**src/sv/rcppm_pkg.sv**
```systemverilog
// ----------------------------------------------------------------------------
// rcppm_pkg: shared types and constants of the PPM frame decoder
// Transfer payloads, register indexes, read kinds, reset values and scaling constants.
// ----------------------------------------------------------------------------
package rcppm_pkg;

  localparam int unsigned CFG_IDX_W = 3;
  localparam int unsigned CFG_DAT_W = 16;

  localparam logic [CFG_IDX_W-1:0] REG_GLITCH_MIN  = 3'd0;
  localparam logic [CFG_IDX_W-1:0] REG_START_MIN   = 3'd1;
  localparam logic [CFG_IDX_W-1:0] REG_START_MAX   = 3'd2;
  localparam logic [CFG_IDX_W-1:0] REG_PULSE_MIN   = 3'd3;
  localparam logic [CFG_IDX_W-1:0] REG_PULSE_MAX   = 3'd4;
  localparam logic [CFG_IDX_W-1:0] REG_CHAN_OFFSET = 3'd5;

  localparam logic [15:0] GLITCH_MIN_RST  = 16'd10;
  localparam logic [15:0] START_MIN_RST   = 16'd6175;
  localparam logic [15:0] START_MAX_RST   = 16'd15225;
  localparam logic [15:0] PULSE_MIN_RST   = 16'd950;
  localparam logic [15:0] PULSE_MAX_RST   = 16'd2100;
  localparam logic [7:0]  CHAN_OFFSET_RST = 8'd25;

  localparam logic        OP_EDGE = 1'b0;
  localparam logic        OP_READ = 1'b1;

  localparam logic [1:0]  KIND_JOYSTICK = 2'd0;
  localparam logic [1:0]  KIND_SWITCH2  = 2'd1;
  localparam logic [1:0]  KIND_SWITCH3  = 2'd2;

  localparam logic [9:0]  VALUE_MAX   = 10'd1000;
  localparam logic [9:0]  VALUE_MID   = 10'd500;
  localparam logic [9:0]  SW3_HIGH    = 10'd667;
  localparam logic [9:0]  SW3_LOW     = 10'd334;
  localparam logic [33:0] BASE_US     = 34'd1000;
  // floor(m / 5) == (m * 205) >> 10 for m below 1024
  localparam logic [7:0]  RECIP5      = 8'd205;

  typedef struct packed {
    logic        operation;
    logic [31:0] edge_time_us;
    logic [3:0]  read_channel;
    logic [1:0]  read_kind;
  } in_item_t;

  typedef struct packed {
    logic              in_sync;
    logic              sync_lost;
    logic              value_written;
    logic [3:0]        written_channel;
    logic [9:0]        written_value;
    logic signed [7:0] read_value;
  } out_item_t;

endpackage

```
**src/sv/rc_ppm_frame_decoder.sv**
```systemverilog
// ----------------------------------------------------------------------------
// rc_ppm_frame_decoder: PPM pulse train decoder with channel read-back
// Decodes rising-edge timestamps into channel values and converts stored
// values into joystick or switch positions on request.
// ----------------------------------------------------------------------------
// One item is taken per clock cycle while out_stall does not hold the result
// register. The item is registered in the input register, then passes
// through the interval, window and clamp logic into the result register.
// Every item gives exactly one result, in order. The sustained rate of one
// item per cycle is set by the update of the last-edge time, sync flag and
// channel index, which each item reads and writes in its compute cycle.
// Configuration writes are always taken (cfg_ready is high) and must only be
// made while the block is idle.
module rc_ppm_frame_decoder #(
  parameter int unsigned CHANNEL_COUNT = 8
) (
  input  logic                                clk,
  input  logic                                rst_n,
  input  logic                                in_valid,
  output logic                                in_stall,
  input  rcppm_pkg::in_item_t                 in_data,
  output logic                                out_valid,
  input  logic                                out_stall,
  output rcppm_pkg::out_item_t                out_data,
  input  logic                                cfg_valid,
  output logic                                cfg_ready,
  input  logic [rcppm_pkg::CFG_IDX_W-1:0]     cfg_index,
  input  logic [rcppm_pkg::CFG_DAT_W-1:0]     cfg_data
);

  localparam int unsigned CH_W = (CHANNEL_COUNT > 1) ? $clog2(CHANNEL_COUNT) : 1;
  localparam logic [4:0]      CH_COUNT = 5'(CHANNEL_COUNT);
  localparam logic [CH_W-1:0] CH_LAST  = CH_W'(CHANNEL_COUNT - 1);

  logic [15:0] glitch_min_r, start_min_r, start_max_r, pulse_min_r, pulse_max_r;
  logic [7:0]  chan_offset_r;

  logic                 s1_valid_r;
  rcppm_pkg::in_item_t  s1_item_r;
  logic                 out_valid_r;
  rcppm_pkg::out_item_t out_item_r;

  logic [31:0]     last_edge_r, last_edge_nxt;
  logic            sync_r, sync_nxt;
  logic [CH_W-1:0] next_ch_r, next_ch_nxt;
  logic [9:0]      chan_val_r [CHANNEL_COUNT];

  logic out_adv, s1_move;
  rcppm_pkg::out_item_t res;

  logic [31:0] delta;
  logic [33:0] diff;
  logic [9:0]  clamped;
  logic        is_glitch, is_start, is_pulse, do_write;

  logic [9:0]  rd_val;
  logic        rd_in_range;
  logic [10:0] centred;
  logic        neg;
  logic [10:0] mag;
  logic [16:0] prod;
  logic [7:0]  quot;
  logic [7:0]  joy;

  assign out_adv   = !out_valid_r || !out_stall;
  assign s1_move   = s1_valid_r && out_adv;
  assign in_stall  = s1_valid_r && !out_adv;
  assign out_valid = out_valid_r;
  assign out_data  = out_item_r;
  assign cfg_ready = 1'b1;

  // edge path
  always_comb begin
    delta     = s1_item_r.edge_time_us - last_edge_r;
    is_glitch = delta < {16'd0, glitch_min_r};
    is_start  = (delta >= {16'd0, start_min_r}) && (delta <= {16'd0, start_max_r});
    is_pulse  = (delta >= {16'd0, pulse_min_r}) && (delta <= {16'd0, pulse_max_r});
    diff      = {2'b00, delta} - {26'd0, chan_offset_r} - rcppm_pkg::BASE_US;
    if (diff[33]) begin
      clamped = 10'd0;
    end else if (diff > {24'd0, rcppm_pkg::VALUE_MAX}) begin
      clamped = rcppm_pkg::VALUE_MAX;
    end else begin
      clamped = diff[9:0];
    end
  end

  // read path
  always_comb begin
    rd_in_range = {1'b0, s1_item_r.read_channel} < CH_COUNT;
    rd_val      = chan_val_r[s1_item_r.read_channel[CH_W-1:0]];
    centred     = {1'b0, rd_val} - {1'b0, rcppm_pkg::VALUE_MID};
    neg         = centred[10];
    mag         = neg ? (11'd0 - centred) : centred;
    prod        = 17'(mag[8:0]) * 17'(rcppm_pkg::RECIP5);
    quot        = {1'b0, prod[16:10]};
    joy         = neg ? (8'd0 - quot) : quot;
  end

  always_comb begin
    last_edge_nxt = last_edge_r;
    sync_nxt      = sync_r;
    next_ch_nxt   = next_ch_r;
    do_write      = 1'b0;
    res           = '0;
    if (s1_item_r.operation == rcppm_pkg::OP_EDGE) begin
      if (!is_glitch) begin
        last_edge_nxt = s1_item_r.edge_time_us;
        if (is_start) begin
          sync_nxt    = 1'b1;
          next_ch_nxt = '0;
        end else if (is_pulse) begin
          if (sync_r) begin
            do_write              = 1'b1;
            res.value_written     = 1'b1;
            res.written_channel   = 4'(next_ch_r);
            res.written_value     = clamped;
            next_ch_nxt           = (next_ch_r == CH_LAST) ? '0 : next_ch_r + 1'b1;
          end
        end else begin
          sync_nxt      = 1'b0;
          res.sync_lost = 1'b1;
        end
      end
    end else if (rd_in_range) begin
      case (s1_item_r.read_kind)
        rcppm_pkg::KIND_JOYSTICK: res.read_value = joy;
        rcppm_pkg::KIND_SWITCH2:
          res.read_value = (rd_val > rcppm_pkg::VALUE_MID) ? 8'sd1 : 8'sd0;
        rcppm_pkg::KIND_SWITCH3: begin
          if (rd_val >= rcppm_pkg::SW3_HIGH) begin
            res.read_value = 8'sd2;
          end else if (rd_val >= rcppm_pkg::SW3_LOW) begin
            res.read_value = 8'sd1;
          end else begin
            res.read_value = 8'sd0;
          end
        end
        default: res.read_value = 8'sd0;
      endcase
    end
    res.in_sync = sync_nxt;
  end

  always_ff @(posedge clk) begin
    if (!rst_n) begin
      glitch_min_r  <= rcppm_pkg::GLITCH_MIN_RST;
      start_min_r   <= rcppm_pkg::START_MIN_RST;
      start_max_r   <= rcppm_pkg::START_MAX_RST;
      pulse_min_r   <= rcppm_pkg::PULSE_MIN_RST;
      pulse_max_r   <= rcppm_pkg::PULSE_MAX_RST;
      chan_offset_r <= rcppm_pkg::CHAN_OFFSET_RST;
    end else if (cfg_valid && cfg_ready) begin
      case (cfg_index)
        rcppm_pkg::REG_GLITCH_MIN:  glitch_min_r  <= cfg_data;
        rcppm_pkg::REG_START_MIN:   start_min_r   <= cfg_data;
        rcppm_pkg::REG_START_MAX:   start_max_r   <= cfg_data;
        rcppm_pkg::REG_PULSE_MIN:   pulse_min_r   <= cfg_data;
        rcppm_pkg::REG_PULSE_MAX:   pulse_max_r   <= cfg_data;
        rcppm_pkg::REG_CHAN_OFFSET: chan_offset_r <= cfg_data[7:0];
        default: ;
      endcase
    end
  end

  always_ff @(posedge clk) begin
    if (!rst_n) begin
      s1_valid_r  <= 1'b0;
      out_valid_r <= 1'b0;
      last_edge_r <= '0;
      sync_r      <= 1'b0;
      next_ch_r   <= '0;
      for (int i = 0; i < CHANNEL_COUNT; i++) begin
        chan_val_r[i] <= '0;
      end
    end else begin
      if (!in_stall) begin
        s1_valid_r <= in_valid;
      end
      if (out_adv) begin
        out_valid_r <= s1_valid_r;
      end
      if (s1_move) begin
        last_edge_r <= last_edge_nxt;
        sync_r      <= sync_nxt;
        next_ch_r   <= next_ch_nxt;
        if (do_write) begin
          chan_val_r[next_ch_r] <= clamped;
        end
      end
    end
  end

  always_ff @(posedge clk) begin
    if (in_valid && !in_stall) begin
      s1_item_r <= in_data;
    end
    if (s1_move) begin
      out_item_r <= res;
    end
  end

endmodule

```
**config.mk**
```make
export PLATFORM = sky130hd
export DESIGN_NAME = rc_ppm_frame_decoder
export DESIGN_NICKNAME = d
export VERILOG_FILES = /design/src/sv/rcppm_pkg.sv /design/src/sv/rc_ppm_frame_decoder.sv
export SDC_FILE = /design/constraint.sdc
export NUM_CORES = 1
export LEC_CHECK = 0
export BUFFER_PORTS_ARGS = -buffer_cell sky130_fd_sc_hd__buf_4
export CAP_MARGIN = 20
export CORE_MARGIN = 8
export CORE_UTILIZATION = 50
export DETAILED_ROUTE_END_ITERATION = 7
export MAX_ROUTING_LAYER = met4
export PLACE_DENSITY = 0.67
export SYNTH_ARGS = -nofsm -noshare
export SYNTH_HDL_FRONTEND = slang
export SYNTH_SLANG_ARGS = --single-unit
export TNS_END_PERCENT = 1
```
**constraint.sdc**
```tcl
create_clock -name clk -period 17.8 [get_ports clk]
set_input_delay 1.78 -clock clk [delete_from_list [all_inputs] [get_ports clk]]
set_output_delay 1.78 -clock clk [all_outputs]
set_load 0.05 [all_outputs]
```
### After elaboration in Yosys (flattened, before gate mapping)

Memories as Yosys holds them, arrays and structs flattened. A register that Yosys moved wholly into a read port is not among the register bits.
Index checks and enable logic that the tools add are counted.

* flip-flop bits (word level): 190
* memories: 1
* word-level logic and storage cells: 112
* memory bits (writable): 80
* input port bits: 63
* output and inout bits: 28

* equal/unequal tests: 8
* reductions and logical operators: 27
* bitwise operators: 4
* multipliers: 1
* $lt $le $gt $ge: 10
* add/subtract/negate cells: 7
* muxes and demuxes: 32

Memories
* chan_val_r: words 8, width 10, rd ports 1, clocked after memory_dff 1, wr ports 8, line rc_ppm_frame_decoder.sv:46 `logic [9:0] chan_val_r [CHANNEL_COUNT];`

Operators by type and width (count)
* $ge A32 B16 Y1: 2
* $le A32 B16 Y1: 2
* $gt A34 B10 Y1 const B: 1
* $sub A33 B11 Y34 const B: 1
* $sub A32 B8 Y33: 1
* $lt A32 B16 Y1: 1
* $sub A32 B32 Y32: 1
* $mux W10: 3
* $pmux W8 S3: 1
* $mux W1: 18
* $mux W3: 6
* $mul A9 B8 Y17 const B: 1
* $mux W15: 1
* $reduce_and A2 Y1: 7
* $sub A10 B9 Y11 const B: 1
* $ge A10 B10 Y1 const B: 1
* $ge A10 B9 Y1 const B: 1
* $gt A10 B9 Y1 const B: 1
* $reduce_or A10 Y1: 1
* $eq A3 B3 Y1 const B: 3
* $mux W9: 1
* $sub A1 B9 Y9 const A: 1
* $mux W8: 1
* $sub A1 B7 Y8 const A: 1
* 19 further kinds: 31

### Logic depth before layout (Yosys ltp)

* depth in word-level cells: 13
* mapped depth: 30

### Worst setup path before layout

No wires, ideal clock.

* path kind: register to register
* from: reg with a tool-made name
* to: reg out_item_r, in the netlist out_data[6] (data pin)
* library setup time: 263 ps
* clock period less this slack: 7808 ps
* path slack: 9992 ps
* cell stages (with the launch flop): 30
* arrival: 7545 ps
* cells stage by stage: dfxtp_1 > buf_1 > buf_2 > mux4_2 > mux2i_1 > ha_1 > a211oi_1 > a21bo_2 > clkbuf_1 > nor2_1 > xnor2_1 > ha_1 > inv_1 > fa_1 > inv_1 > fa_1 > fa_1 > ha_1 > nand4_1 > or3_1 > nor4b_1 > mux2i_1 > nand3b_1 > a21o_1 > a21o_1 > a21o_1 > nor3_1 > a311oi_1 > o21a_1 > nor3_1

RTL lines
* to (signal assigned): line rc_ppm_frame_decoder.sv:199 `out_item_r <= res;`
* to (decl): line rc_ppm_frame_decoder.sv:41 `rcppm_pkg::out_item_t out_item_r;`

==> flow_summary.ini <==
[timing]
holdWs_ns = 0.4644
relSlewSlack = 0.2169
fin_crit_ns = 8.188
finClkSkew_ns = 0.01438
fin_setup_tns_ns = 0
finalMaxSlewViolations = 0
period_share = 0.4600
finalSetupViolCount = 0
tightest_slew_ns = 1.171
setup_ws_ns = 9.612
rsz0062_at_grt = false
fmax_mhz = 122.1
final_hold_viol_count = 0

[cells_and_area]
nets = 2296
n_antenna_cell = 0
drive_above_1_share = 0.1255
final_cell_area_mm2 = 0.02067
final_common_cell = nand2_1
area_growth_pct = 10.93
fin_cells = 2540
layout_common_cells = nand2_1, inv_1, ha_1, edfxtp_1, dfxtp_1
finish.utilization = 0.5634

[placement]
gp_congestion = 0.8895
port_buffers = 88
dpl_cell_area_mm2 = 0.01964
dp_slack_ns = 9.689
hpwl_um = 34960
dp.cells = 2481

[grt]
grt_usage = 0.2169
grt_max_degree = 85
grt_pass1_vias = 14472
antenna_found_initial = 0
grt_use_met1 = 0.2733
use_met3 = 0.02978
met2_usage = 0.3666
grt_pass1_wl_um = 76070
busiest_layer = met2
overflow = 0

[die]
initial_core_util = 0.5079
die_h_um = 209.1
rows = 70
io_pins = 91
core_area_mm2 = 0.03670
chipWidth_um = 209.1
dieArea_mm2 = 0.04371

[worst_setup_path]
critical_path_class = reg -> reg
critPathMaxFanout = 20
reg2reg_depth = 28
critPathRequiredTime_ns = 18.11
cp-start-kind = register
crit_slowest_cell = mux2i_1
arrival_ns = 8.49
worstSetupEndpointType = register
reg2reg_to = out_data[6]
critical-path-max-stage-delay_ns = 0.66
ff2ff_setup_slack_ns = 9.61

[cts]
h-tree-depth = 1
cts_tree = yes
post_cts_hold_buffer_count = 0
root_buffer = clkbuf_16
clockBufferDepth = 3
clock_latency_ns = 0.57
cts_made_buffers = 31
clk_pin_slew_ns = 0.06
clock-sinks = 272
post_cts_buffers = 0
post_cts_resized = 0

[power_and_ir_drop]
power_mw = 3.239
ir_drop_v = 0.0002118
p_leak_nw = 7.859
power.density_mw_per_mm2 = 156.7

[synth]
ys.flop_type = edfxtp_1
ys_types = 103
syn_avg_cell_area_um2 = 9.300
netlist_area_mm2 = 0.01864
ys_seq_area_frac = 0.3690
syn_inst = 2004
synthArstFlopShare = 0
synth_top_area_frac = 0.2304
ys_warn_count = 0
synth_edf_count = 143
synth_area_leaders = edfxtp_1, dfxtp_1, ha_1
syn_nets = 2252
yosys.area.top_type = edfxtp_1
ys_ff_latch = 272

[hold_path]
worstHoldEndpoint = pulse_min_r[6]
min_path_type = reg -> reg
hold_depth = 2
hold_start = pulse_min_r[6]

[route]
dr.pass1.iters = 6
avgViaCountPerCell = 5.877
wl_per_cell_um = 18.66
routed_wirelength_um = 47410
drc_errors = 0
initialDrtViolationCount = 1046
num_vias = 14927
ant_nets = 0

[outcome]
outcome = finished, final reports clean

[job]
maxCapViolations = 0
final cells by class:
type / instances / area (µm²)
multi-input cells: 1452 / 10670
fillers: 3251 / 16020
well taps: 468 / 585.6
repair buffers: 113 / 848.3
clock inverters: 11 / 141.4
clock buffers: 46 / 882.1
flip-flops and latches: 272 / 6877
inverters: 178 / 668.1
sequential cells by signal, indices dropped and copies added (netlist names), named ones only:
name and cells:
start_min_r 16, glitch_min_r 16, out_data 24, s1_valid_r 1, s1_item_r 39, start_max_r 16
pulse_max_r 16, sync_r 1, out_valid 1, next_ch_r 3, chan_offset_r 8, pulse_min_r 16
last_edge_r 32, chan_val_r 80
power by group:
part | internal [mW] | leakage [nW] | switching (mW)
clock | 0.385 | 0.501 | 0.255
sequential | 0.691 | 2.42 | 0.0116
combinational | 0.804 | 4.94 | 1.09
total | 1.88 | 7.86 | 1.36
metal layers:
metal | wire length (µm) | vias up | part of all wire
met3 | 1998 | 76 | 0.042
li1 | - | 7384 | -
met4 | 1042 | 0 | 0.022
met1 | 21390 | 7141 | 0.45
met2 | 22980 | 326 | 0.48
met5 | 0 | - | 0
worst max-delay path by stage:
stage,startpoint,to,cells past startpoint
CTS,register,out_data[6],28
global placement,register,out_data[6],27
floorplan,register,out_data[6],29
global route,register,out_data[6],28
finish,register,out_data[6],28
detailed placement,register,out_data[6],28
cell usage after synthesis, drive strengths merged, types with 48 or more instances:
cell type and n:
nand2 230, a21boi 61, clkbuf 81, a21oi 98
o21ai 72, o211ai 48, nor4 85, ha 169
inv 178, dfxtp 129, edfxtp 143, nor2 113
worst max-delay path: cells and delay by family (launching register included):
kind	cells	cell delay, ns
adders and majority gates	6	2.33
AOI/OAI and AO/OA	7	1.38
muxes	3	1.40
DFF	1	0.31
buffers and inverters	3	0.54
xor gates and xnor gates	1	0.42
and+or+nand+nor	8	1.54
cells by family (layout without fill, tap and decap cells):
logic type / after synthesis / count (layout) / share of synthesized area
muxes: 41 / 41 / 0.03592
DFF: 272 / 272 / 0.3690
AOI/OAI and AO/OA: 460 / 460 / 0.1725
other: 2 / 2 / 0.0004029
buffers and inverters: 280 / 348 / 0.05988
and+or+nand+nor: 700 / 700 / 0.2015
xor gates and xnor gates: 61 / 61 / 0.02867
adders and majority gates: 188 / 188 / 0.1323
Power figures use the tool's default switching activity.
